## src/rtl/tcpoa_pkg.sv

```systemverilog
package tcpoa_pkg;

  // walk phases
  localparam logic [2:0] PhDone      = 3'd0;
  localparam logic [2:0] PhKind      = 3'd1;
  localparam logic [2:0] PhSizeOther = 3'd2;
  localparam logic [2:0] PhSkip      = 3'd3;
  localparam logic [2:0] PhCapture   = 3'd4;
  localparam logic [2:0] PhSizeMatch = 3'd5;

  // result status codes
  localparam logic [2:0] StFound     = 3'd0;
  localparam logic [2:0] StEol       = 3'd1;
  localparam logic [2:0] StSilly     = 3'd2;
  localparam logic [2:0] StPartial   = 3'd3;
  localparam logic [2:0] StExhausted = 3'd4;

  // option codes and sizes
  localparam logic [7:0] OptEol       = 8'd0;
  localparam logic [7:0] OptNop       = 8'd1;
  localparam logic [7:0] AddrOptSize  = 8'd8;
  localparam logic [5:0] AddrPayload  = 6'd6;
  localparam logic [7:0] MinOptSize   = 8'd2;
  localparam logic [3:0] BaseHdrWords = 4'd5;
  localparam logic [5:0] BaseHdrBytes = 6'd20;
  localparam logic [7:0] KindReset    = 8'd254;

  typedef struct packed {
    logic        found;
    logic [2:0]  status;
    logic [15:0] client_port;
    logic [31:0] client_ip;
  } result_t;

  typedef struct packed {
    logic       func;
    logic [3:0] header_words;
    logic [7:0] opt_byte;
  } item_t;

endpackage

```

## src/rtl/tcpoa_walk.sv

```systemverilog
module tcpoa_walk (
  input  logic             clk_i,
  input  logic             rst_ni,
  input  logic             advance_i,
  input  tcpoa_pkg::item_t item_i,
  input  logic [7:0]       kind_i,
  output logic             emit_o,
  output tcpoa_pkg::result_t result_o
);
  import tcpoa_pkg::*;

  logic [2:0]  phase_q, phase_d;
  logic [5:0]  left_q, left_d;
  logic [5:0]  step_q, step_d;
  logic [47:0] cap_q, cap_d;

  logic [5:0]  left_n;
  logic [5:0]  step_n;
  logic [47:0] cap_n;

  always_comb begin
    phase_d  = phase_q;
    left_d   = left_q;
    step_d   = step_q;
    cap_d    = cap_q;
    emit_o   = 1'b0;
    result_o = '0;
    result_o.status = StExhausted;
    left_n   = left_q - {5'd0, 1'b1};
    step_n   = step_q - {5'd0, 1'b1};
    cap_n    = {cap_q[39:0], item_i.opt_byte};

    if (!item_i.func) begin
      cap_d  = '0;
      step_d = '0;
      if (item_i.header_words <= BaseHdrWords) begin
        left_d  = '0;
        emit_o  = 1'b1;
        phase_d = PhDone;
      end else begin
        left_d  = {item_i.header_words, 2'b00} - BaseHdrBytes;
        phase_d = PhKind;
      end
    end else begin
      unique case (phase_q)
        PhKind: begin
          if (item_i.opt_byte == OptEol) begin
            emit_o          = 1'b1;
            result_o.status = StEol;
            phase_d         = PhDone;
          end else if (item_i.opt_byte == OptNop) begin
            left_d = left_n;
            if (left_n == '0) begin
              emit_o  = 1'b1;
              phase_d = PhDone;
            end
          end else begin
            phase_d = (item_i.opt_byte == kind_i) ? PhSizeMatch : PhSizeOther;
          end
        end
        PhSizeOther, PhSizeMatch: begin
          left_n = left_q - item_i.opt_byte[5:0];
          step_n = item_i.opt_byte[5:0] - MinOptSize[5:0];
          if (item_i.opt_byte < MinOptSize) begin
            emit_o          = 1'b1;
            result_o.status = StSilly;
            phase_d         = PhDone;
          end else if (item_i.opt_byte > {2'b00, left_q}) begin
            emit_o          = 1'b1;
            result_o.status = StPartial;
            phase_d         = PhDone;
          end else if (phase_q == PhSizeMatch && item_i.opt_byte == AddrOptSize) begin
            cap_d   = '0;
            step_d  = AddrPayload;
            phase_d = PhCapture;
          end else begin
            left_d = left_n;
            step_d = step_n;
            if (step_n != '0) begin
              phase_d = PhSkip;
            end else if (left_n == '0) begin
              emit_o  = 1'b1;
              phase_d = PhDone;
            end else begin
              phase_d = PhKind;
            end
          end
        end
        PhSkip: begin
          step_d = step_n;
          if (step_n == '0) begin
            if (left_q == '0) begin
              emit_o  = 1'b1;
              phase_d = PhDone;
            end else begin
              phase_d = PhKind;
            end
          end
        end
        PhCapture: begin
          cap_d  = cap_n;
          step_d = step_n;
          if (step_n == '0) begin
            emit_o               = 1'b1;
            result_o.found       = 1'b1;
            result_o.status      = StFound;
            result_o.client_port = cap_n[47:32];
            result_o.client_ip   = cap_n[31:0];
            phase_d              = PhDone;
          end
        end
        default: begin
          // idle: stray option bytes are dropped
        end
      endcase
    end
  end

  always_ff @(posedge clk_i or negedge rst_ni) begin
    if (!rst_ni) begin
      phase_q <= PhDone;
      left_q  <= '0;
      step_q  <= '0;
      cap_q   <= '0;
    end else if (advance_i) begin
      phase_q <= phase_d;
      left_q  <= left_d;
      step_q  <= step_d;
      cap_q   <= cap_d;
    end
  end

endmodule

```

## src/rtl/tcp_option_address_extract.sv

```systemverilog
// tcp option walk with address option capture
// result: registered from the item register into the output register as the walk ends
// throughput: one item per cycle; an item that ends a walk waits while a result is stalled
// reset: asynchronous active low; walk idle, counters and capture cleared,
// option kind register set to 254
module tcp_option_address_extract (
  input  logic        clk_i,
  input  logic        rst_ni,
  input  logic        in_valid_i,
  output logic        in_stall_o,
  input  logic        func_i,
  input  logic [3:0]  header_words_i,
  input  logic [7:0]  opt_byte_i,
  input  logic        cfg_we_i,
  input  logic [7:0]  cfg_data_i,
  output logic        out_valid_o,
  input  logic        out_stall_i,
  output logic        found_o,
  output logic [2:0]  status_o,
  output logic [15:0] client_port_o,
  output logic [31:0] client_ip_o
);
  import tcpoa_pkg::*;

  logic    kind_we;
  logic [7:0] kind_q;

  logic    in_valid_q, in_valid_d;
  item_t   item_q;
  logic    accept;
  logic    advance;
  logic    emit;
  logic    out_free;
  result_t result;

  logic    out_valid_q, out_valid_d;
  result_t out_q;

  assign kind_we = cfg_we_i;

  always_ff @(posedge clk_i or negedge rst_ni) begin
    if (!rst_ni) begin
      kind_q <= KindReset;
    end else if (kind_we) begin
      kind_q <= cfg_data_i;
    end
  end

  // an item holds in the input register only when it would emit into a stalled output
  assign out_free   = !out_valid_q || !out_stall_i;
  assign advance    = in_valid_q && (!emit || out_free);
  assign in_stall_o = in_valid_q && !advance;
  assign accept     = in_valid_i && !in_stall_o;

  always_comb begin
    in_valid_d = in_valid_q;
    if (accept) begin
      in_valid_d = 1'b1;
    end else if (advance) begin
      in_valid_d = 1'b0;
    end
  end

  always_ff @(posedge clk_i or negedge rst_ni) begin
    if (!rst_ni) begin
      in_valid_q <= 1'b0;
    end else begin
      in_valid_q <= in_valid_d;
    end
  end

  always_ff @(posedge clk_i) begin
    if (accept) begin
      item_q.func         <= func_i;
      item_q.header_words <= header_words_i;
      item_q.opt_byte     <= opt_byte_i;
    end
  end

  tcpoa_walk u_walk (
    .clk_i     (clk_i),
    .rst_ni    (rst_ni),
    .advance_i (advance),
    .item_i    (item_q),
    .kind_i    (kind_q),
    .emit_o    (emit),
    .result_o  (result)
  );

  always_comb begin
    out_valid_d = out_valid_q;
    if (advance && emit) begin
      out_valid_d = 1'b1;
    end else if (!out_stall_i) begin
      out_valid_d = 1'b0;
    end
  end

  always_ff @(posedge clk_i or negedge rst_ni) begin
    if (!rst_ni) begin
      out_valid_q <= 1'b0;
    end else begin
      out_valid_q <= out_valid_d;
    end
  end

  always_ff @(posedge clk_i) begin
    if (advance && emit) begin
      out_q <= result;
    end
  end

  assign out_valid_o   = out_valid_q;
  assign found_o       = out_q.found;
  assign status_o      = out_q.status;
  assign client_port_o = out_q.client_port;
  assign client_ip_o   = out_q.client_ip;

endmodule

```

## config.mk

```make
export PLATFORM = sky130hd
export DESIGN_NAME = tcp_option_address_extract
export DESIGN_NICKNAME = d
export VERILOG_FILES = /design/src/rtl/tcpoa_pkg.sv /design/src/rtl/tcpoa_walk.sv /design/src/rtl/tcp_option_address_extract.sv
export SDC_FILE = /design/constraint.sdc
export NUM_CORES = 1
export LEC_CHECK = 0
export BUFFER_PORTS_ARGS = -buffer_cell sky130_fd_sc_hd__buf_2
export CAP_MARGIN = 20
export CELL_PAD_IN_SITES_DETAIL_PLACEMENT = 2
export CELL_PAD_IN_SITES_GLOBAL_PLACEMENT = 2
export CORE_MARGIN = 1.5
export CORE_UTILIZATION = 40
export CTS_BUF_LIST = sky130_fd_sc_hd__clkbuf_4
export CTS_CLUSTER_DIAMETER = 150
export DETAILED_ROUTE_END_ITERATION = 8
export GPL_TIMING_DRIVEN = 0
export PLACE_DENSITY = 0.93
export SLEW_MARGIN = 20
export SYNTH_ARGS = -nofsm -noshare
export SYNTH_HDL_FRONTEND = slang
export SYNTH_SLANG_ARGS = --single-unit
```

## constraint.sdc

```tcl
create_clock -name clk_i -period 6 [get_ports clk_i]
set_input_delay 0.3 -clock clk_i [delete_from_list [all_inputs] [get_ports clk_i]]
set_output_delay 0.3 -clock clk_i [all_outputs]
set_load 0.05 [all_outputs]
```

==> flow_summary_export.csv <==
group,metric,value,unit
global_route,most_crowded_layer_gr,"met2",
run_status,result_of_the_run,"completed",
timing,period_share,75.2,%
worst_setup_path,setup.reg_to_reg.worst_slack,1.91,ns
place,detailed_place_hpwl,14.7,mm
synth,proportion_of_synthesized_chip_area_in_sequential_cells,54.1,%
floorplan,die_area,17400,sq um
timing,finalHoldWorstSlack,0.111,ns
floorplan,die_width,132,um
timing,timing_hold_violations_final,0,
pwr,power_leakage,3.25,nW
routing,remaining_drc_errors,0,
timing,maxClockFrequency,222,MHz
worst_setup_path,cp_data_arrival_time,4.21,ns
timing,setup_repair_after_global_routing_missed_its_margin,"no",
routing,viasPerCell,5.29,
global_route,use_met2,46.3,%
clocking,cts.sinks,130,
global_route,first_global_vias,5755,
routing,vias,5038,
layout,area_delta_synth_final,19.6,%
layout,final_cell_mix,"84 x buf_2, 65 x edfxtp_1, 64 x nand2_1",
place,port-buffer-count,78,
worst_setup_path,timing.rr.start,"u_walk.left_q[0]",
clocking,clockBufferDepth,2,
clocking,insertion_delay,0.59,ns
worst_setup_path,setup.worst_path.start,"u_walk.left_q[0]",
routing,detailedRoute.firstIterationViolations,256,
routing,routedWlPerCell,21.1,um
global_route,grt.overflow.total,0,
synth,total_standard_cell_area_after_synthesis,6640,sq um
synth,async_reset_ff_share,50.0,%
clocking,cts.htree.levels,4,
global_route,grt_max_degree,52,
floorplan,core_area,16100,sq um
clocking,path_clk_slew,0.14,ns
routing,antenna_violating_nets_remaining,0,
timing,setup_ws,1.49,ns
worst_setup_path,reg2reg_to,"client_ip_o[6]",
clocking,ctsRootBufferMaster,"clkbuf_4",
synth,ys_ff_latch,130,
place,place_ws,1.69,ns
floorplan,io_pins,80,
global_route,globalRouteMet1Util,27.0,%
clocking,cts-resized-gates,0,
clocking,cts.hold.buffers_added,24,
timing,setup_total_negative_slack,0,ns
layout,post_route_cells_drive_above_1_share,22.7,%
pwr,ir_drop,0.192,mV
pwr,power.density_cell_area,342,nW/um^2
worst_setup_path,criticalPathCategory,"flop to output pin",
pwr,total_power,2.71,mW
synth,synth_flop_cell,"edfxtp_1",
floorplan,starting_density,41.3,%
layout,utilization,49.4,%
global_route,grt_util_met3,4.27,%
synth,synth_area_per_cell,11.1,sq um
worst_setup_path,timing.critical_path.required,5.70,ns
timing,finalWorstPathRequiredPeriod,4.51,ns
worst_setup_path,reg2reg_depth,12,
routing,finalWirelength,20.2,mm
routing,firstDrtPassIters,4,
synth,synth-edff-count,65,
timing,worst_slew_margin_rel,41.4,%
worst_setup_path,critPathMaxFanout,6,
synth,count_of_cell_types_in_the_netlist,64,
layout,layout.cells.most_common,"buf_2",
synth,syn-instance-count,599,
clocking,cts_tree,"built",
floorplan,die_h,132,um
min_path,min-delay-path-class,"input pin to async pin",
run,max_cap_viol_count,0,
global_route,global_route_wire_length_before_repair,32.7,mm
floorplan,rows,46,
timing,clock_skews,0.0267,ns
worst_setup_path,critPathLaunchType,"flop",
global_route,antenna_found_initial,1,
timing,report.final.setup_viol,0,
clocking,cts.repair_timing.setup_buffer_count,0,
timing,final-max-slew-violation-count,0,
synth,postSynthNetCount,644,
place,gp_weighted_congestion,0.900,
layout,final_net_count,768,
timing,max_slew.worst_pin.slew,0.869,ns
synth,yosys_warnings,0,
global_route,grt.total_usage,24.7,%
worst_setup_path,worst_setup_path_end_kind,"output pin",
clocking,tritoncts.num_buffers,17,
-- stage by stage --
stage,cell area (sq um),cells
detailed placement,7390,896
finish,7930,953
floorplan,6640,599
global placement,7300,893
global route,7930,953
CTS,7930,952
-- sequential cells by signal, summed over array words and instances (netlist names) --
signal	count
u_walk.phase_q	3
in_valid_q	1
u_walk.left_q	6
client_ip_o	32
client_port_o	16
status_o	3
out_valid_o	1
item_q	13
kind_q	8
found_o	1
u_walk.cap_q	40
u_walk.step_q	6
-- layer usage --
metal,wire [um],part of all wire (%)
met1,7830,39
met2,11000,55
met3,544,2.7
met4,750,3.7
met5,0,0
-- cell usage after synthesis, drive strengths merged, types with 8 or more instances --
| library cell | instances | area (sq um) |
|---|---|---|
| and2 | 50 | 314 |
| nand2b | 9 | 56.3 |
| edfxtp | 65 | 1950 |
| inv | 59 | 221 |
| clkbuf | 14 | 55.1 |
| nor2 | 30 | 113 |
| ha | 18 | 225 |
| nand3 | 12 | 60.1 |
| nor3 | 12 | 60.1 |
| nand2 | 64 | 240 |
| mux2 | 11 | 124 |
| o21ai | 14 | 70.1 |
| dfrtp | 58 | 1450 |
| a21oi | 19 | 95.1 |
| xnor2 | 15 | 131 |
| buf | 16 | 156 |
| mux2i | 41 | 410 |
| xor2 | 8 | 70.1 |
-- critical path: stages, from the launching register on --
cell and delay (ns):
dfrtp_1 0.52, inv_1 0.14, ha_1 0.23, fa_1 0.40
nand2b_1 0.16, a21oi_1 0.19, xor2_1 0.18, or4_4 0.53
a2111oi_4 0.45, o21ai_0 0.28, nor2_1 0.25, buf_2 0.31
-- kinds of logic (layout without fill, tap and decap cells) --
kind of cell,count (synthesis),count (layout),synth area share (%)
adder cells (fa/ha/maj),19,19,3.70
multiplexers,52,52,8.05
AO/OA/AOI/OAI,78,78,8.58
AND/OR/NAND/NOR,208,208,16.0
XOR/XNOR,23,23,3.04
flip-flops,130,130,54.1
buffers and inverters,89,226,6.52
other,0,1,0
-- power by group --
part | switching, mW | internal [mW] | leakage, nW
Sequential | 0.0858 | 1.03 | 1.49
Clock | 0.404 | 0.227 | 0.155
Combinational | 0.617 | 0.345 | 1.61
-- how the worst max path moves through the flow --
stage                     end  slack [ns]  cells after the start
2_1_floorplan  client_ip_o[0]        0.46                     10
3_3_place_gp   client_ip_o[8]       -0.69                     10
3_5_place_dp        item_q[7]        1.69                     11
4_1_cts            in_stall_o        1.48                     11
5_1_grt            in_stall_o        1.28                     11
6_report           in_stall_o        1.49                     11
-- cell type report --
cell class,instances,area [sq um]
Sequential cell,130,3590
Antenna cell,1,2.50
Tap cell,216,270
Fill cell,1650,8130
Buffer,30,211
Timing Repair Buffer,105,716
Inverter,59,221
Multi-Input combinational cell,380,2630
Clock inverter,15,168
Clock buffer,17,128
Note: power is estimated with default switching activity, not from simulation.
